## src/design/ptt_pkg.sv

```systemverilog
// shared types, constants and the debounce step for the push-to-talk controller
// no dependencies
`timescale 1ns / 1ps

package ptt_pkg;

  localparam int QUEUE_DEPTH = 2;

  localparam logic [3:0] TOUCH_SETTLE_RST  = 4'd2;
  localparam logic [3:0] BUTTON_SETTLE_RST = 4'd5;
  localparam logic [7:0] HOLD_TICKS_RST    = 8'd13;
  localparam logic [7:0] PULSE_TICKS_RST   = 8'd2;

  // bit positions in the talk source mask
  localparam int SRC_TOUCH = 0;
  localparam int SRC_PWR   = 1;

  typedef enum logic [1:0] {
    REG_TOUCH_SETTLE  = 2'd0,
    REG_BUTTON_SETTLE = 2'd1,
    REG_HOLD_TICKS    = 2'd2,
    REG_PULSE_TICKS   = 2'd3
  } ptt_reg_t;

  typedef struct packed {
    logic [7:0] pulse_ticks;
    logic [7:0] hold_ticks;
    logic [3:0] button_settle;
    logic [3:0] touch_settle;
  } ptt_cfg_t;

  // one scan tick; touch sits in bit 0, mute in bit 5
  typedef struct packed {
    logic muted;
    logic link;
    logic pwr_ok;
    logic pwr;
    logic boot;
    logic touch;
  } ptt_ev_t;

  typedef struct packed {
    logic       stable;
    logic       cand;
    logic [3:0] count;
  } ptt_db_t;

  function automatic ptt_db_t settle(input ptt_db_t d, input logic raw,
                                     input logic [3:0] need);
    ptt_db_t n;
    n = d;
    if (raw == d.stable) begin
      n.cand  = raw;
      n.count = '0;
    end else if (raw != d.cand) begin
      n.cand  = raw;
      n.count = 4'd1;
    end else begin
      if (d.count < need) n.count = d.count + 4'd1;
      if (n.count >= need) begin
        n.stable = raw;
        n.count  = '0;
      end
    end
    return n;
  endfunction

endpackage

```

## src/design/ptt_front.sv

```systemverilog
// front end: takes scan ticks and runs the touch, boot and pwr debouncers
// depends on ptt_pkg
`timescale 1ns / 1ps

module ptt_front (
  input  logic              clk,
  input  logic              rst_n,
  input  logic              in_valid,
  output logic              in_ready,
  input  ptt_pkg::ptt_ev_t  raw,
  input  ptt_pkg::ptt_cfg_t cfg,
  input  logic              q_full,
  output logic              push,
  output ptt_pkg::ptt_ev_t  ev
);

  ptt_pkg::ptt_db_t touch_db_r, boot_db_r, pwr_db_r;
  ptt_pkg::ptt_db_t touch_db_nxt, boot_db_nxt, pwr_db_nxt;

  assign in_ready = !q_full;
  assign push     = in_valid && in_ready;

  always_comb begin
    touch_db_nxt = ptt_pkg::settle(touch_db_r, raw.touch, cfg.touch_settle);
    boot_db_nxt  = ptt_pkg::settle(boot_db_r, raw.boot, cfg.button_settle);
    // pwr debouncer frozen on ticks with a bad pwr read
    pwr_db_nxt   = raw.pwr_ok ? ptt_pkg::settle(pwr_db_r, raw.pwr, cfg.button_settle)
                              : pwr_db_r;
    ev        = raw;
    ev.touch  = touch_db_nxt.stable;
    ev.boot   = boot_db_nxt.stable;
    ev.pwr    = pwr_db_nxt.stable;
  end

  always_ff @(posedge clk) begin
    if (!rst_n) begin
      touch_db_r <= '0;
      boot_db_r  <= '0;
      pwr_db_r   <= '0;
    end else if (push) begin
      touch_db_r <= touch_db_nxt;
      boot_db_r  <= boot_db_nxt;
      pwr_db_r   <= pwr_db_nxt;
    end
  end

endmodule

```

## src/design/ptt_queue.sv

```systemverilog
// short register queue between the debounce front end and the control back end
// depends on ptt_pkg
`timescale 1ns / 1ps

module ptt_queue #(
  parameter int DEPTH = ptt_pkg::QUEUE_DEPTH
) (
  input  logic             clk,
  input  logic             rst_n,
  input  logic             push,
  input  ptt_pkg::ptt_ev_t wr_data,
  output logic             full,
  input  logic             pop,
  output logic             rd_valid,
  output ptt_pkg::ptt_ev_t rd_data
);

  localparam int PW = (DEPTH > 1) ? $clog2(DEPTH) : 1;
  localparam int CW = $clog2(DEPTH + 1);

  ptt_pkg::ptt_ev_t mem_r [DEPTH];
  logic [PW-1:0] wr_ptr_r, rd_ptr_r, wr_ptr_nxt, rd_ptr_nxt;
  logic [CW-1:0] count_r, count_nxt;

  assign full     = (count_r == CW'(DEPTH));
  assign rd_valid = (count_r != '0);
  assign rd_data  = mem_r[rd_ptr_r];

  always_comb begin
    wr_ptr_nxt = wr_ptr_r;
    rd_ptr_nxt = rd_ptr_r;
    count_nxt  = count_r;
    if (push) wr_ptr_nxt = (wr_ptr_r == PW'(DEPTH - 1)) ? '0 : wr_ptr_r + PW'(1);
    if (pop)  rd_ptr_nxt = (rd_ptr_r == PW'(DEPTH - 1)) ? '0 : rd_ptr_r + PW'(1);
    if (push && !pop)      count_nxt = count_r + CW'(1);
    else if (pop && !push) count_nxt = count_r - CW'(1);
  end

  always_ff @(posedge clk) begin
    if (!rst_n) begin
      wr_ptr_r <= '0;
      rd_ptr_r <= '0;
      count_r  <= '0;
    end else begin
      wr_ptr_r <= wr_ptr_nxt;
      rd_ptr_r <= rd_ptr_nxt;
      count_r  <= count_nxt;
    end
  end

  always_ff @(posedge clk) begin
    if (push) mem_r[wr_ptr_r] <= wr_data;
  end

endmodule

```

## src/design/ptt_back.sv

```systemverilog
// back end: talk sources, tap pulse, clipboard and pwr arming, plus the result register
// depends on ptt_pkg
`timescale 1ns / 1ps

module ptt_back (
  input  logic              clk,
  input  logic              rst_n,
  input  ptt_pkg::ptt_cfg_t cfg,
  input  logic              q_valid,
  input  ptt_pkg::ptt_ev_t  ev,
  output logic              pop,
  output logic              out_valid,
  input  logic              out_ready,
  output logic [7:0]        out_data
);

  logic [1:0] src_r, src_nxt;
  logic       clip_r, clip_nxt;
  logic       ret_r, ret_nxt;
  logic [7:0] pc_r, pc_nxt;
  logic       wd_r, wd_nxt;
  logic       he_r, he_nxt;
  logic [7:0] hc_r, hc_nxt;
  logic       arm_r, arm_nxt;
  logic       lp_r, lp_nxt;
  logic       out_valid_r;
  logic [7:0] out_data_r, out_data_nxt;

  assign pop       = q_valid && (!out_valid_r || out_ready);
  assign out_valid = out_valid_r;
  assign out_data  = out_data_r;

  always_comb begin
    src_nxt  = src_r;
    clip_nxt = clip_r;
    ret_nxt  = ret_r;
    pc_nxt   = pc_r;
    wd_nxt   = wd_r;
    he_nxt   = he_r;
    hc_nxt   = hc_r;
    arm_nxt  = arm_r;

    // link drop releases the talk sources, the clipboard key and the return pulse
    if (lp_r && !ev.link) begin
      src_nxt  = '0;
      clip_nxt = 1'b0;
      ret_nxt  = 1'b0;
      pc_nxt   = '0;
    end
    lp_nxt = ev.link;

    if (ret_nxt) begin
      if (pc_nxt <= 8'd1) begin
        pc_nxt  = '0;
        ret_nxt = 1'b0;
      end else begin
        pc_nxt = pc_nxt - 8'd1;
      end
    end

    // touch: press, release (tap or end of hold), held count
    if (ev.touch && !wd_r) begin
      wd_nxt = 1'b1;
      he_nxt = 1'b0;
      hc_nxt = '0;
    end else if (!ev.touch && wd_r) begin
      wd_nxt = 1'b0;
      if (he_r) begin
        src_nxt[ptt_pkg::SRC_TOUCH] = 1'b0;
        he_nxt = 1'b0;
      end else if (src_nxt == '0 && ev.link) begin
        ret_nxt = 1'b1;
        pc_nxt  = (cfg.pulse_ticks == '0) ? 8'd1 : cfg.pulse_ticks;
      end
    end else if (ev.touch && hc_r != 8'hFF) begin
      hc_nxt = hc_r + 8'd1;
    end
    if (ev.touch && !he_nxt && hc_nxt >= cfg.hold_ticks) begin
      he_nxt = 1'b1;
      if (src_nxt != '0 || (ev.link && !ev.muted)) src_nxt[ptt_pkg::SRC_TOUCH] = 1'b1;
    end

    if (ev.link) clip_nxt = ev.boot;

    if (ev.pwr_ok) begin
      if (!ev.link) begin
        arm_nxt = 1'b0;
        src_nxt[ptt_pkg::SRC_PWR] = 1'b0;
      end else if (!ev.pwr) begin
        arm_nxt = 1'b1;
        src_nxt[ptt_pkg::SRC_PWR] = 1'b0;
      end else if (arm_r && !src_nxt[ptt_pkg::SRC_PWR]) begin
        // first source needs an unmuted mic
        if (src_nxt != '0 || !ev.muted) src_nxt[ptt_pkg::SRC_PWR] = 1'b1;
      end
    end

    out_data_nxt = {1'b0, arm_nxt, ev.touch, ret_nxt, clip_nxt,
                    src_nxt[ptt_pkg::SRC_PWR], src_nxt[ptt_pkg::SRC_TOUCH], |src_nxt};
  end

  always_ff @(posedge clk) begin
    if (!rst_n) begin
      src_r       <= '0;
      clip_r      <= 1'b0;
      ret_r       <= 1'b0;
      pc_r        <= '0;
      wd_r        <= 1'b0;
      he_r        <= 1'b0;
      hc_r        <= '0;
      arm_r       <= 1'b0;
      lp_r        <= 1'b0;
      out_valid_r <= 1'b0;
    end else begin
      if (pop) begin
        src_r  <= src_nxt;
        clip_r <= clip_nxt;
        ret_r  <= ret_nxt;
        pc_r   <= pc_nxt;
        wd_r   <= wd_nxt;
        he_r   <= he_nxt;
        hc_r   <= hc_nxt;
        arm_r  <= arm_nxt;
        lp_r   <= lp_nxt;
      end
      if (pop)            out_valid_r <= 1'b1;
      else if (out_ready) out_valid_r <= 1'b0;
    end
  end

  always_ff @(posedge clk) begin
    if (pop) out_data_r <= out_data_nxt;
  end

endmodule

```

## src/design/push_to_talk_button_controller.sv

```systemverilog
// top level of the push-to-talk button controller: config registers and the three parts
// depends on ptt_pkg, ptt_front, ptt_queue and ptt_back
`timescale 1ns / 1ps
//
// usage
//   in_*  : one request per scan tick with the raw touch, boot and pwr samples,
//           the pwr read flag and the host link and mute levels
//   out_* : one request per scan tick with the talk, key and debug levels after it
//   cfg_* : apb register port, settle counts at 0x0 / 0x4, hold ticks 0x8,
//           pulse ticks 0xc; write only while no tick is in flight
// timing
//   a tick is debounced at the edge it is taken and parked in a short queue;
//   the control back end moves it into the result register at an edge where
//   that register is empty or being taken, and out_tvalid then shows it;
//   one tick per cycle while the result side drains, nothing iterates
// reset
//   rst_n low clears every debouncer, source, pulse and the queue; registers
//   return to 2, 5, 13, 2
// stalls
//   a stalled result holds in the result register while the queue keeps taking
//   ticks; in_tready drops only once the queue is full
//

module push_to_talk_button_controller #(
  parameter int QUEUE_DEPTH = ptt_pkg::QUEUE_DEPTH
) (
  input  logic        clk,
  input  logic        rst_n,
  // input tick
  input  logic        in_tvalid,
  output logic        in_tready,
  // [0] touch_raw [1] boot_raw [2] pwr_raw [3] pwr_read_ok [4] link_up [5] mic_muted
  input  logic [7:0]  in_tdata,
  // result
  output logic        out_tvalid,
  input  logic        out_tready,
  // [0] talk_active [1] touch_source [2] pwr_source [3] clipboard_key
  // [4] return_key [5] touch_level [6] pwr_armed_flag [7] zero
  output logic [7:0]  out_tdata,
  // register port
  input  logic        cfg_psel,
  input  logic        cfg_penable,
  input  logic        cfg_pwrite,
  input  logic [3:0]  cfg_paddr,
  input  logic [31:0] cfg_pwdata,
  output logic [31:0] cfg_prdata,
  output logic        cfg_pready
);

  ptt_pkg::ptt_cfg_t cfg_r;
  ptt_pkg::ptt_reg_t reg_sel;
  logic              cfg_wr;

  ptt_pkg::ptt_ev_t  raw_ev, front_ev, back_ev;
  logic              push, pop, q_full, q_valid;

  // register file
  assign cfg_pready = 1'b1;
  assign cfg_wr     = cfg_psel && cfg_penable && cfg_pwrite && cfg_pready;
  assign reg_sel    = ptt_pkg::ptt_reg_t'(cfg_paddr[3:2]);

  always_ff @(posedge clk) begin
    if (!rst_n) begin
      cfg_r.touch_settle  <= ptt_pkg::TOUCH_SETTLE_RST;
      cfg_r.button_settle <= ptt_pkg::BUTTON_SETTLE_RST;
      cfg_r.hold_ticks    <= ptt_pkg::HOLD_TICKS_RST;
      cfg_r.pulse_ticks   <= ptt_pkg::PULSE_TICKS_RST;
    end else if (cfg_wr) begin
      unique case (reg_sel)
        ptt_pkg::REG_TOUCH_SETTLE:  cfg_r.touch_settle  <= cfg_pwdata[3:0];
        ptt_pkg::REG_BUTTON_SETTLE: cfg_r.button_settle <= cfg_pwdata[3:0];
        ptt_pkg::REG_HOLD_TICKS:    cfg_r.hold_ticks    <= cfg_pwdata[7:0];
        ptt_pkg::REG_PULSE_TICKS:   cfg_r.pulse_ticks   <= cfg_pwdata[7:0];
        default: ;
      endcase
    end
  end

  always_comb begin
    unique case (reg_sel)
      ptt_pkg::REG_TOUCH_SETTLE:  cfg_prdata = {28'd0, cfg_r.touch_settle};
      ptt_pkg::REG_BUTTON_SETTLE: cfg_prdata = {28'd0, cfg_r.button_settle};
      ptt_pkg::REG_HOLD_TICKS:    cfg_prdata = {24'd0, cfg_r.hold_ticks};
      ptt_pkg::REG_PULSE_TICKS:   cfg_prdata = {24'd0, cfg_r.pulse_ticks};
      default:                    cfg_prdata = '0;
    endcase
  end

  // upper two tdata bits are padding
  assign raw_ev = ptt_pkg::ptt_ev_t'(in_tdata[5:0]);

  // debouncers, updated as each tick is taken
  ptt_front u_front (
    .clk      (clk),
    .rst_n    (rst_n),
    .in_valid (in_tvalid),
    .in_ready (in_tready),
    .raw      (raw_ev),
    .cfg      (cfg_r),
    .q_full   (q_full),
    .push     (push),
    .ev       (front_ev)
  );

  // decouples the debounce side from a stalled result
  ptt_queue #(
    .DEPTH (QUEUE_DEPTH)
  ) u_queue (
    .clk      (clk),
    .rst_n    (rst_n),
    .push     (push),
    .wr_data  (front_ev),
    .full     (q_full),
    .pop      (pop),
    .rd_valid (q_valid),
    .rd_data  (back_ev)
  );

  // source, pulse and clipboard control with the result register
  ptt_back u_back (
    .clk       (clk),
    .rst_n     (rst_n),
    .cfg       (cfg_r),
    .q_valid   (q_valid),
    .ev        (back_ev),
    .pop       (pop),
    .out_valid (out_tvalid),
    .out_ready (out_tready),
    .out_data  (out_tdata)
  );

endmodule

```

## config.mk

```make
export PLATFORM = sky130hd
export DESIGN_NAME = push_to_talk_button_controller
export DESIGN_NICKNAME = d
export VERILOG_FILES = /design/src/design/ptt_pkg.sv /design/src/design/ptt_front.sv /design/src/design/ptt_queue.sv /design/src/design/ptt_back.sv /design/src/design/push_to_talk_button_controller.sv
export SDC_FILE = /design/constraint.sdc
export NUM_CORES = 1
export LEC_CHECK = 0
export BUFFER_PORTS_ARGS = -buffer_cell sky130_fd_sc_hd__buf_2
export CAP_MARGIN = 20
export CELL_PAD_IN_SITES_DETAIL_PLACEMENT = 1
export CELL_PAD_IN_SITES_GLOBAL_PLACEMENT = 2
export CORE_MARGIN = 5
export CORE_UTILIZATION = 38
export DETAILED_ROUTE_END_ITERATION = 8
export PLACE_DENSITY_LB_ADDON = 0.1
export SYNTH_ARGS = -nofsm -noshare
export SYNTH_HDL_FRONTEND = slang
export SYNTH_HIERARCHICAL = 1
export SYNTH_SLANG_ARGS = --single-unit
```

## constraint.sdc

```tcl
create_clock -name clk -period 6 [get_ports clk]
set_input_delay 1.8 -clock clk [delete_from_list [all_inputs] [get_ports clk]]
set_output_delay 1.8 -clock clk [all_outputs]
set_load 0.02 [all_outputs]
```

==> impl_metrics.toml <==
[status]
outcome = "finished, final reports clean"

[sta]
grt_setup_unrepaired = "false"
min_period_over_period = 0.786
max_slew_margin = 0.483
max_freq_mhz = 212
worst_clock_skew_ns = 0.00735
tightest_slew_ns = 0.775
timing.hold.ws_ns = 0.475
final-setup-viol-count = 0
setup_ws_ns = 1.28
drv_slew = 0
final-hold-violation-count = 0
period_needed_ns = 4.72
fin_setup_tns_ns = 0

[cells_and_area]
drive_above_1_share = 0.138
antenna-diode-count = 0
synthToLayoutAreaGrowth_pct = 6.97
fin_cells = 874
stdcell_area_um2 = 6320
final_nets = 770

[setup_path]
max_stage_delay_ns = 0.63
crit_required_ns = 4.20
cp_max_fo = 13
cp_top_family = "multiplexers"
worstSetupPathType = "in -> out"
crit_top_cell = "buf_2"
cpMaxStageDelayCell = "mux4_1"
cp_num_buf_inv = 2
worstPathArrival_ns = 2.92
path_cells = "buf_2, mux4_1, buf_2"
worstSetupEndpointType = "primary output"
cp-start-kind = "primary input"

[synthesis]
yosysWarnings = 6
ys_ff_latch = 91
netlist_area_um2 = 5910
synth-seq-area-share = 0.340
synth_top_family_by_area = "simple AND/OR/NAND/NOR gates"
synthXorXnorAreaFrac = 0.0326
synth_mux_area_frac = 0.0781
yosys-top-cells-area = "dfxtp_1 24%, edfxtp_1 9.7%, ha_1 8.0%"
synthAdderAreaFrac = 0.0805
synth_cell_types = 84
ys.flop_type = "dfxtp_1"
synthTopCellsByCount = "81 x nand2_1, 72 x dfxtp_1, 38 x ha_1"
post-synth-top-count-cell = "nand2_1"
yosysTopAreaCell = "dfxtp_1"
syn_inst = 669
synth.avg_cell_area_um2 = 8.83
async_flop_share = 0
synth-simple-area-share = 0.207
synth_top_area_share = 0.244
synth_edf_count = 19
synth_compound_area_frac = 0.169

[clock_tree]
cts_htree_levels = 3
cts_resized = 0
numClockSinks = 91
post_cts_buffers = 0
ctsLongestPathBuffers = 2
cts_tree = "yes"
path_clk_slew_ns = 0.06
clkLatencyLatePin_ns = 0.35
cts_buffers = 9
hold_buffers = 0
cts_root_buf = "clkbuf_16"

[grt]
grt.met3_usage = 0.0220
grt_overflow = 0
top_usage_layer = "met2"
grtUsageMet2 = 0.271
first_global_vias = 4787
grt_usage = 0.160
grt_use_met1 = 0.212
grt_pass1_wl_mm = 23.9
antenna_found_initial = 0
grt_start_max_net_pins = 62

[drt]
wirelength_mm = 14.2
routedWlPerCell_um = 16.3
drtAntennaViolNets = 0
drt-initial-drc-count = 264
first_pass_iters = 4
dr_total_vias = 4714
viasPerCell = 5.39
drcViolationCount = 0

[floorplan]
die-height_um = 135
die-area_um2 = 18100
ios = 94
core_area_um2 = 15200
num_rows = 45
die_x_um = 135
start_util = 0.389

[pwr]
powerDensity_nw_per_um2 = 334
peakVddDrop_uv = 141
power_leakage_nw = 2.60

[placement]
globalplace.congestion = 0.793
portBuffers = 39
pre_cts_slack_ns = 1.30
post-place-cells = 858
dp_hpwl_mm = 10.7
postPlaceCellArea_um2 = 6050

[flow_run]
maxCapViolCount = 0

[hold_path]
hold_path.class = "reg -> reg"
[path summary, 6_finish.rpt]
check                                 endpoint                  startpoint  slack [ns]  cells after the start
hold / removal      u_back/clip_r$_SDFFE_PN0P_  u_back/clip_r$_SDFFE_PN0P_        0.48                      2
setup / recovery                 cfg_prdata[0]                cfg_paddr[2]        1.28                      3
setup reg to reg  u_back/out_data[0]$_DFFE_PP_                   flip-flop        2.33                     13
hold reg to reg     u_back/clip_r$_SDFFE_PN0P_  u_back/clip_r$_SDFFE_PN0P_        0.48                      2
[logic make-up after synthesis]
logic type	Yosys count
other cells	3
buf+inv	99
compound gates	143
mux	40
fa+ha+maj	38
flops	91
xor+xnor	22
simple gates	233
[layout by cell type, fill, tap and decap left out, types with 21 or more instances in the layout]
master,count
ha_1,38
a21oi_1,24
nand2_1,81
mux2i_1,30
nor3_1,26
conb_1,26
nor2_1,33
o21ai_0,31
inv_1,33
dfxtp_1,72
buf_2,39
nor2b_1,21
[power by group]
group | switching, mW | total (mW) | internal (mW)
Sequential | 0.0914 | 0.823 | 0.732
Clock | 0.248 | 0.529 | 0.282
Combinational | 0.472 | 0.759 | 0.288
[metrics by stage]
stage                     power [mW]  utilization
final                           2.11        0.416
after global routing            2.27        0.416
after detailed placement        1.61        0.398
after global placement          1.58        0.398
after floorplan                 1.42            -
after CTS                       2.15        0.416
[sequential cells by signal (all words and copies together), names as in the netlist, 2 cells and up, named ones only]
name,flops
u_back/hc_r,8
u_front/touch_db_r,6
u_back/src_r,2
u_queue/count_r,2
u_back/out_data,7
u_back/pc_r,8
cfg_r,24
u_front/boot_db_r,6
u_front/pwr_db_r,6
u_queue/mem_r,12
[layer usage]
metal,routed length (um),vias up
li1,-,2340
met1,6780,2308
met2,6970,51
met3,280,15
met4,191,0
met5,0,-
[area by class of cell]
cell class	instances	area, um^2
Multi-Input combinational cell	502	3450
Timing Repair Buffer	42	218
Tap cell	188	235
Sequential cell	91	2010
Inverter	35	131
Fill cell	1799	8880
Clock inverter	6	43.8
Clock buffer	10	229
[worst register-to-register path, delay by kind of cell (launching register included)]
kind | cells | cell delay, ns
mux | 1 | 0.28
compound gates | 4 | 1.38
fa+ha+maj | 2 | 0.50
xor+xnor | 1 | 0.20
flops | 1 | 0.47
simple gates | 4 | 0.50
buf+inv | 1 | 0.09
Note: power is estimated with default switching activity, not from simulation.
